File: src/design/psl_pkg.sv
// ----------------------------------------------------------------------------
// psl_pkg: shared types and constants for the portamento slew limiter
// Sample, time, rate and divisor widths, and the sample-rate reset value.
// ----------------------------------------------------------------------------
package psl_pkg;

	localparam int SAMPLE_BITS = 24;
	localparam int TIME_W      = 24;
	localparam int RATE_W      = 18;
	localparam int PROD_W      = TIME_W + RATE_W;
	localparam int FRAC_BITS   = 16;
	localparam int DIV_CNT_W   = (SAMPLE_BITS > 1) ? $clog2(SAMPLE_BITS) : 1;

	localparam logic [RATE_W-1:0] RATE_RESET = RATE_W'(48000);
	localparam logic [PROD_W-1:0] ONE_SAMPLE = PROD_W'(1) << FRAC_BITS;

	typedef logic signed [SAMPLE_BITS-1:0] sample_t;
	typedef logic [SAMPLE_BITS-1:0]        mag_t;
	typedef logic [TIME_W-1:0]             time_t;
	typedef logic [RATE_W-1:0]             rate_t;
	typedef logic [PROD_W-1:0]             prod_t;

endpackage

File: src/design/psl_if.sv
// ----------------------------------------------------------------------------
// psl_if: handshake channels of the portamento slew limiter
// Input sample channel, result channel and sample-rate write channel.
// ----------------------------------------------------------------------------
interface psl_in_if import psl_pkg::*; ();
	logic    valid;
	logic    ready;
	sample_t sample_in;
	time_t   rise_time;
	time_t   fall_time;

	modport source (output valid, sample_in, rise_time, fall_time, input ready);
	modport sink   (input valid, sample_in, rise_time, fall_time, output ready);
endinterface

interface psl_out_if import psl_pkg::*; ();
	logic    valid;
	logic    ready;
	sample_t sample_out;

	modport source (output valid, sample_out, input ready);
	modport sink   (input valid, sample_out, output ready);
endinterface

interface psl_cfg_if import psl_pkg::*; ();
	logic  valid;
	logic  ready;
	rate_t rate_hz;

	modport source (output valid, rate_hz, input ready);
	modport sink   (input valid, rate_hz, output ready);
endinterface

File: src/design/psl_div.sv
// ----------------------------------------------------------------------------
// psl_div: radix-2 restoring divider for the slide step
// Computes (mag << 16) / divisor, one quotient bit per cycle.
// ----------------------------------------------------------------------------
module psl_div import psl_pkg::*; (
	input  logic  clk,
	input  logic  arst_n,
	input  logic  start,
	input  mag_t  mag,
	input  prod_t divisor,
	output logic  done,
	output mag_t  quot
);

	logic [SAMPLE_BITS+FRAC_BITS-1:0] num_w;
	logic [PROD_W-1:0]                rem_q;
	mag_t                             lo_q;
	logic [DIV_CNT_W-1:0]             cnt_q;
	logic                             busy_q;
	logic                             done_q;
	logic [PROD_W:0]                  trial_w;
	logic [PROD_W:0]                  diff_w;
	logic                             fits_w;

	assign num_w   = {mag, FRAC_BITS'(0)};
	// remainder stays below divisor, so the shifted trial fits one extra bit
	assign trial_w = {rem_q, lo_q[SAMPLE_BITS-1]};
	assign diff_w  = trial_w - {1'b0, divisor};
	assign fits_w  = (trial_w >= {1'b0, divisor});

	always_ff @(posedge clk or negedge arst_n) begin
		if (!arst_n) begin
			busy_q <= 1'b0;
			done_q <= 1'b0;
			cnt_q  <= '0;
		end else begin
			done_q <= 1'b0;
			if (start) begin
				busy_q <= 1'b1;
				cnt_q  <= DIV_CNT_W'(SAMPLE_BITS - 1);
			end else if (busy_q) begin
				if (cnt_q == '0) begin
					busy_q <= 1'b0;
					done_q <= 1'b1;
				end else begin
					cnt_q <= cnt_q - 1'b1;
				end
			end
		end
	end

	always_ff @(posedge clk) begin
		if (start) begin
			// top 16 bits of the numerator are below any divisor that gets here
			rem_q <= {(PROD_W-FRAC_BITS)'(0), num_w[SAMPLE_BITS+FRAC_BITS-1:SAMPLE_BITS]};
			lo_q  <= num_w[SAMPLE_BITS-1:0];
		end else if (busy_q) begin
			rem_q <= fits_w ? diff_w[PROD_W-1:0] : trial_w[PROD_W-1:0];
			lo_q  <= {lo_q[SAMPLE_BITS-2:0], fits_w};
		end
	end

	assign done = done_q;
	assign quot = lo_q;

endmodule

File: src/design/portamento_slew_limiter.sv
// ----------------------------------------------------------------------------
// portamento_slew_limiter: linear slide toward the latest distinct sample
// Step per sample is (target - start) * 65536 / (time * rate_hz).
//
//   channel     dir   payload                              handshake
//   sample_ch   in    sample_in, rise_time, fall_time      valid/ready
//   result_ch   out   sample_out                           valid/ready
//   cfg         in    rate_hz                              valid/ready
//
// One word at a time: accept, setup/multiply, check, then the divider
// and a finish state; a jump to the target (time zero or under one
// sample) skips the divider and goes from check straight to finish.
// sample_ch is ready only while idle. A finished word sits in the output
// register; the finish cycle waits there only if the previous word is unread.
// Reset clears slide state and output valid; rate_hz resets to 48000.
// ----------------------------------------------------------------------------
module portamento_slew_limiter import psl_pkg::*; (
	input logic       clk,
	input logic       arst_n,
	psl_in_if.sink    sample_ch,
	psl_out_if.source result_ch,
	psl_cfg_if.sink   cfg
);

	typedef enum logic [2:0] {
		ST_IDLE,
		ST_SETUP,
		ST_CHECK,
		ST_DIV,
		ST_FIN
	} state_t;

	state_t  state_q;
	rate_t   rate_q;
	sample_t start_q;
	sample_t target_q;
	sample_t prev_q;
	time_t   rise_q;
	time_t   fall_q;
	logic    rising_q;
	logic    nz_q;
	logic    jump_q;
	mag_t    mag_q;
	prod_t   d_q;
	logic    out_valid_q;
	sample_t out_q;

	logic                    accept_w;
	logic                    rising_w;
	time_t                   t_w;
	logic signed [SAMPLE_BITS:0] delta_w;
	logic [SAMPLE_BITS:0]    abs_w;
	logic                    div_start_w;
	logic                    div_done_w;
	mag_t                    quot_w;
	mag_t                    step_mag_w;
	logic signed [SAMPLE_BITS+1:0] step_w;
	logic signed [SAMPLE_BITS+1:0] y_w;
	logic signed [SAMPLE_BITS+1:0] tgt_w;
	logic                    clamp_w;
	sample_t                 y_fin_w;
	logic                    load_out_w;

	assign accept_w        = sample_ch.valid && (state_q == ST_IDLE);
	assign sample_ch.ready = (state_q == ST_IDLE);
	assign cfg.ready       = 1'b1;

	// setup: direction, time select, delta magnitude
	assign rising_w = (target_q > start_q);
	assign t_w      = rising_w ? rise_q : fall_q;
	assign delta_w  = {target_q[SAMPLE_BITS-1], target_q} - {start_q[SAMPLE_BITS-1], start_q};
	assign abs_w    = delta_w[SAMPLE_BITS] ? -delta_w : delta_w;

	assign div_start_w = (state_q == ST_CHECK) && (d_q >= ONE_SAMPLE);

	psl_div u_div (
		.clk     (clk),
		.arst_n  (arst_n),
		.start   (div_start_w),
		.mag     (mag_q),
		.divisor (d_q),
		.done    (div_done_w),
		.quot    (quot_w)
	);

	// finish: stalled step becomes one code, then add and clamp at target
	assign step_mag_w = (quot_w == '0 && nz_q) ? SAMPLE_BITS'(1) : quot_w;
	assign step_w     = rising_q ? $signed({2'b00, step_mag_w}) : -$signed({2'b00, step_mag_w});
	assign y_w        = {{2{prev_q[SAMPLE_BITS-1]}}, prev_q} + step_w;
	assign tgt_w      = {{2{target_q[SAMPLE_BITS-1]}}, target_q};
	assign clamp_w    = rising_q ? (y_w > tgt_w) : (y_w < tgt_w);
	assign y_fin_w    = (jump_q || clamp_w) ? target_q : y_w[SAMPLE_BITS-1:0];

	assign load_out_w = (state_q == ST_FIN) && (!out_valid_q || result_ch.ready);

	always_ff @(posedge clk or negedge arst_n) begin
		if (!arst_n) begin
			state_q     <= ST_IDLE;
			rate_q      <= RATE_RESET;
			start_q     <= '0;
			target_q    <= '0;
			prev_q      <= '0;
			out_valid_q <= 1'b0;
		end else begin
			if (cfg.valid) begin
				rate_q <= cfg.rate_hz;
			end
			if (load_out_w) begin
				out_valid_q <= 1'b1;
			end else if (result_ch.ready) begin
				out_valid_q <= 1'b0;
			end
			unique case (state_q)
				ST_IDLE: begin
					if (accept_w) begin
						if (sample_ch.sample_in != target_q) begin
							start_q  <= prev_q;
							target_q <= sample_ch.sample_in;
						end
						state_q <= ST_SETUP;
					end
				end
				ST_SETUP: state_q <= ST_CHECK;
				ST_CHECK: state_q <= div_start_w ? ST_DIV : ST_FIN;
				ST_DIV: begin
					if (div_done_w) begin
						state_q <= ST_FIN;
					end
				end
				ST_FIN: begin
					if (load_out_w) begin
						prev_q  <= y_fin_w;
						state_q <= ST_IDLE;
					end
				end
				default: state_q <= ST_IDLE;
			endcase
		end
	end

	always_ff @(posedge clk) begin
		if (accept_w) begin
			rise_q <= sample_ch.rise_time;
			fall_q <= sample_ch.fall_time;
		end
		if (state_q == ST_SETUP) begin
			rising_q <= rising_w;
			d_q      <= PROD_W'(t_w) * PROD_W'(rate_q);
			mag_q    <= abs_w[SAMPLE_BITS-1:0];
			nz_q     <= (delta_w != '0);
		end
		if (state_q == ST_CHECK) begin
			jump_q <= !div_start_w;
		end
		if (load_out_w) begin
			out_q <= y_fin_w;
		end
	end

	assign result_ch.valid      = out_valid_q;
	assign result_ch.sample_out = out_q;

endmodule

File: src/flat_wrapper.sv
// flat-port wrapper written by rule: the top's interface ports become plain ports
module portamento_slew_limiter_flat import psl_pkg::*;
  (clk, arst_n, sample_ch_valid, sample_ch_sample_in, sample_ch_rise_time, sample_ch_fall_time, sample_ch_ready, result_ch_valid, result_ch_sample_out, result_ch_ready, cfg_valid, cfg_rate_hz, cfg_ready);
  psl_in_if sample_ch_i ();
  psl_out_if result_ch_i ();
  psl_cfg_if cfg_i ();
  input logic clk;
  input logic arst_n;
  input wire logic [$bits(sample_ch_i.valid)-1:0] sample_ch_valid;
  input wire logic [$bits(sample_ch_i.sample_in)-1:0] sample_ch_sample_in;
  input wire logic [$bits(sample_ch_i.rise_time)-1:0] sample_ch_rise_time;
  input wire logic [$bits(sample_ch_i.fall_time)-1:0] sample_ch_fall_time;
  output wire logic [$bits(sample_ch_i.ready)-1:0] sample_ch_ready;
  output wire logic [$bits(result_ch_i.valid)-1:0] result_ch_valid;
  output wire logic [$bits(result_ch_i.sample_out)-1:0] result_ch_sample_out;
  input wire logic [$bits(result_ch_i.ready)-1:0] result_ch_ready;
  input wire logic [$bits(cfg_i.valid)-1:0] cfg_valid;
  input wire logic [$bits(cfg_i.rate_hz)-1:0] cfg_rate_hz;
  output wire logic [$bits(cfg_i.ready)-1:0] cfg_ready;
  assign sample_ch_i.valid = sample_ch_valid;
  assign sample_ch_i.sample_in = sample_ch_sample_in;
  assign sample_ch_i.rise_time = sample_ch_rise_time;
  assign sample_ch_i.fall_time = sample_ch_fall_time;
  assign sample_ch_ready = sample_ch_i.ready;
  assign result_ch_valid = result_ch_i.valid;
  assign result_ch_sample_out = result_ch_i.sample_out;
  assign result_ch_i.ready = result_ch_ready;
  assign cfg_i.valid = cfg_valid;
  assign cfg_i.rate_hz = cfg_rate_hz;
  assign cfg_ready = cfg_i.ready;
  portamento_slew_limiter u_core (.clk(clk), .arst_n(arst_n), .sample_ch(sample_ch_i), .result_ch(result_ch_i), .cfg(cfg_i));
endmodule
File: config.mk
export PLATFORM = sky130hd
export DESIGN_NAME = portamento_slew_limiter_flat
export DESIGN_NICKNAME = d
export VERILOG_FILES = /design/src/design/psl_pkg.sv /design/src/design/psl_if.sv /design/src/design/psl_div.sv /design/src/design/portamento_slew_limiter.sv /design/src/flat_wrapper.sv
export SDC_FILE = /design/constraint.sdc
export NUM_CORES = 2
export LEC_CHECK = 0
export ABC_AREA = 1
export BUFFER_PORTS_ARGS = -buffer_cell sky130_fd_sc_hd__buf_2
export CORE_UTILIZATION = 65
export CTS_CLUSTER_SIZE = 40
export DETAILED_ROUTE_END_ITERATION = 16
export GPL_TIMING_DRIVEN = 0
export HOLD_SLACK_MARGIN = 0.05
export PLACE_DENSITY_LB_ADDON = 0.1
export SKIP_LAST_GASP = 1
export SYNTH_ARGS = -nofsm -noshare
export SYNTH_HDL_FRONTEND = slang
export SYNTH_HIERARCHICAL = 1
export SYNTH_SLANG_ARGS = --single-unit
File: constraint.sdc
create_clock -name clk -period 10.3 [get_ports clk]
set_clock_uncertainty 0.2 [all_clocks]
set_input_delay 1.03 -clock clk [delete_from_list [all_inputs] [get_ports clk]]
set_output_delay 1.03 -clock clk [all_outputs]
set_load 0.02 [all_outputs]
==> results.yml <==
outcome:
  outcome: "finished, final reports clean"
logic_synthesis:
  avgSynthCellArea_sq_um: 7.50
  synth_area_leaders: "fa_1, edfxtp_1, nand2_1, inv_1, ha_1"
  yosysTopAreaCell: "fa_1"
  synth_edf_count: 165
  synth.yosys.seq_area_share_pct: 23.1
  synth_top_flop_cell: "edfxtp_1"
  synth_cell_types: 57
  synthesis.area_sq_um: 36100
  syn_nets: 5494
  ys_warn_count: 6
  netlist_instances: 4807
  synth_seq_cells: 308
  synthArstFlopShare_pct: 32.8
  yosysTopAreaCellShare_pct: 19.7
critical_path:
  path_max_fanout: 10
  r2r_setup_slack_ns: 1.13
  path_class: "flip-flop to flip-flop"
  crit_path_end_kind: "flip-flop"
  crit_top_cell: "nand2_1"
  arrival_ns: 9.32
  rr_worst_depth: 39
  cp.required_ns: 10.45
  slowest_stage: "o21ai_0"
  slowest_delay_ns: 0.63
  crit_path_start_kind: "flip-flop"
placement:
  hpwl_microns: 91500
  port_buffers: 119
  gp_congestion: 1.06
drt:
  vias: 32506
  detail-route-antenna-nets: 0
  viasPerCell: 5.66
  drc: 0
  wl_per_cell_microns: 19.1
  drt_iter0_markers: 3119
  drt_wl_total_microns: 110000
  dr.pass1.iters: 6
clock_tree:
  cts_root_buffer: "clkbuf_16"
  clock_path_buffers: 3
  cts_tree: "built"
  clkTransAtPathRegs_ns: 0.06
  cts-resized-gates: 0
  htreeDepth: 2
  clock-sinks: 308
  cts_buffers: 37
  clkLatencyLatePin_ns: 0.60
  postCtsSetupRepairBufs: 0
  cts_hold_buf: 0
floorplan:
  num_rows: 85
  die_x_microns: 238
  coreArea_sq_um: 54300
  io_pins: 122
  start_util_pct: 66.4
  die_h_microns: 238
  dieArea_sq_um: 56400
hold_path:
  hold_path.class: "input port to async pin"
cells_and_area:
  final_common_cell: "nand2_1"
  area_delta_synth_final_pct: 8.08
  final_cell_mix: "nand2_1, inv_1, nand3_1"
  nets: 5660
  antennaDiodeCount: 0
  drive_gt1_share_pct: 6.62
grt:
  grt_usage_pct: 39.8
  antenna_found_initial: 1
  grt_pass1_vias: 32020
  overflow: 0
  grt_first_pass_wirelength_microns: 172000
  grt_max_degree: 68
sta:
  grt_setup_unrepaired: "no"
  slew_violations: 0
  finalHoldViolCount: 0
  fmax_mhz: 109
  min_period_ns: 9.17
  relSlewSlack_pct: 20.8
  setup-tns-final_ns: 0
  setup_violations: 0
  fin_crit_sh_pct: 89.0
  worst_slew_pin_slew_ns: 1.18
flow_run:
  max-cap-violations: 0
cell usage after synthesis (9+ instances only):
cell      instances
nor3_1           30
o21bai_1         22
nand3_1         493
buf_2            24
clkinv_1          9
nand2_2          19
dfxtp_1          42
ha_1            237
fa_1            355
dfrtp_1          94
or2_1            19
nand3b_1         16
nand4_1          70
o21ai_0         102
xor2_1           77
nor4_1           12
and2_1           25
nand2_1        1064
clkbuf_1         85
xnor2_1          43
edfxtp_1        165
o22ai_1          15
a21oi_1         172
buf_6            24
inv_1          1007
nor2_1          455
nand2_4          14
a31oi_1          10
nand2_8          12
flip-flops by register name (all words and copies together) (netlist names), 3 cells and up:
signal and flops:
u_core/rate_q 18, u_core/result_ch.sample_out 24, u_core/mag_q 24, u_core/d_q 42
u_core/target_q 24, u_core/u_div/cnt_q 5, u_core/fall_q 24, u_core/rise_q 24
u_core/u_div/quot 24, u_core/prev_q 24, u_core/start_q 24, u_core/state_q 3
u_core/u_div/rem_q 42
final timing paths:
| path | endpoint | from |
|---|---|---|
| setup / recovery | u_core/d_q[33] | u_core/target_q[6] |
| hold / removal | u_core/state_q[1] | arst_n |
| setup reg to reg | u_core/d_q[33] | u_core/target_q[6] |
| hold reg to reg | u_core/u_div/rem_q[33] | u_core/u_div/rem_q[33] |
| max in group asynchronous | u_core/rate_q[15] | arst_n |
| min in group clk | u_core/u_div/rem_q[33] | u_core/u_div/rem_q[33] |
kinds of logic after synthesis:
group	after synthesis	share of synthesized area, %
other	1	0.0104
and+or+nand+nor	2254	27.6
xor gates and xnor gates	120	2.91
AOI/OAI and AO/OA	361	5.52
DFF	308	23.1
adders and majority gates	592	27.9
buffers and inverters	1171	13.0
worst max-delay path: cells and delay by family (launching register included):
kind,cells,cell delay (ns)
buffers and inverters,8,1.03
and+or+nand+nor,21,2.50
DFF,1,0.42
adders and majority gates,8,3.98
AOI/OAI and AO/OA,2,0.79
routing by layer:
layer / track usage [%] / vias up / routed length (microns)
li1: - / 15253 / -
met1: 50.8 / 15306 / 42500
met2: 65.7 / 1595 / 50800
met3: 5.79 / 350 / 9680
met4: 21.5 / 2 / 6620
met5: 0 / - / 12
stage by stage:
stage          util (%)  cell area, sq um  hold slack [ns]  setup slack, ns  std cells
5_1_grt            71.7             39000            0.237            0.768       5741
3_5_place_dp       69.4             37700            0.262             1.31       5673
2_1_floorplan         -             36100            0.243             2.74       4807
4_1_cts            71.7             39000            0.207             1.33       5741
6_report           71.7             39000            0.213             1.13       5741
3_3_place_gp       69.2             37600            0.261             1.45       5665
cell type report:
cell class	count	area [sq um]
Buffer	147	838
Clock inverter	22	245
Sequential cell	308	8330
Multi-Input combinational cell	3328	23100
Timing Repair Buffer	127	717
Tap cell	739	925
Clock buffer	46	1010
Inverter	1024	3840
Fill cell	4567	15400
Power is not shown: default switching activity piles up to over one toggle a cycle in this logic, so the estimate is an artifact.
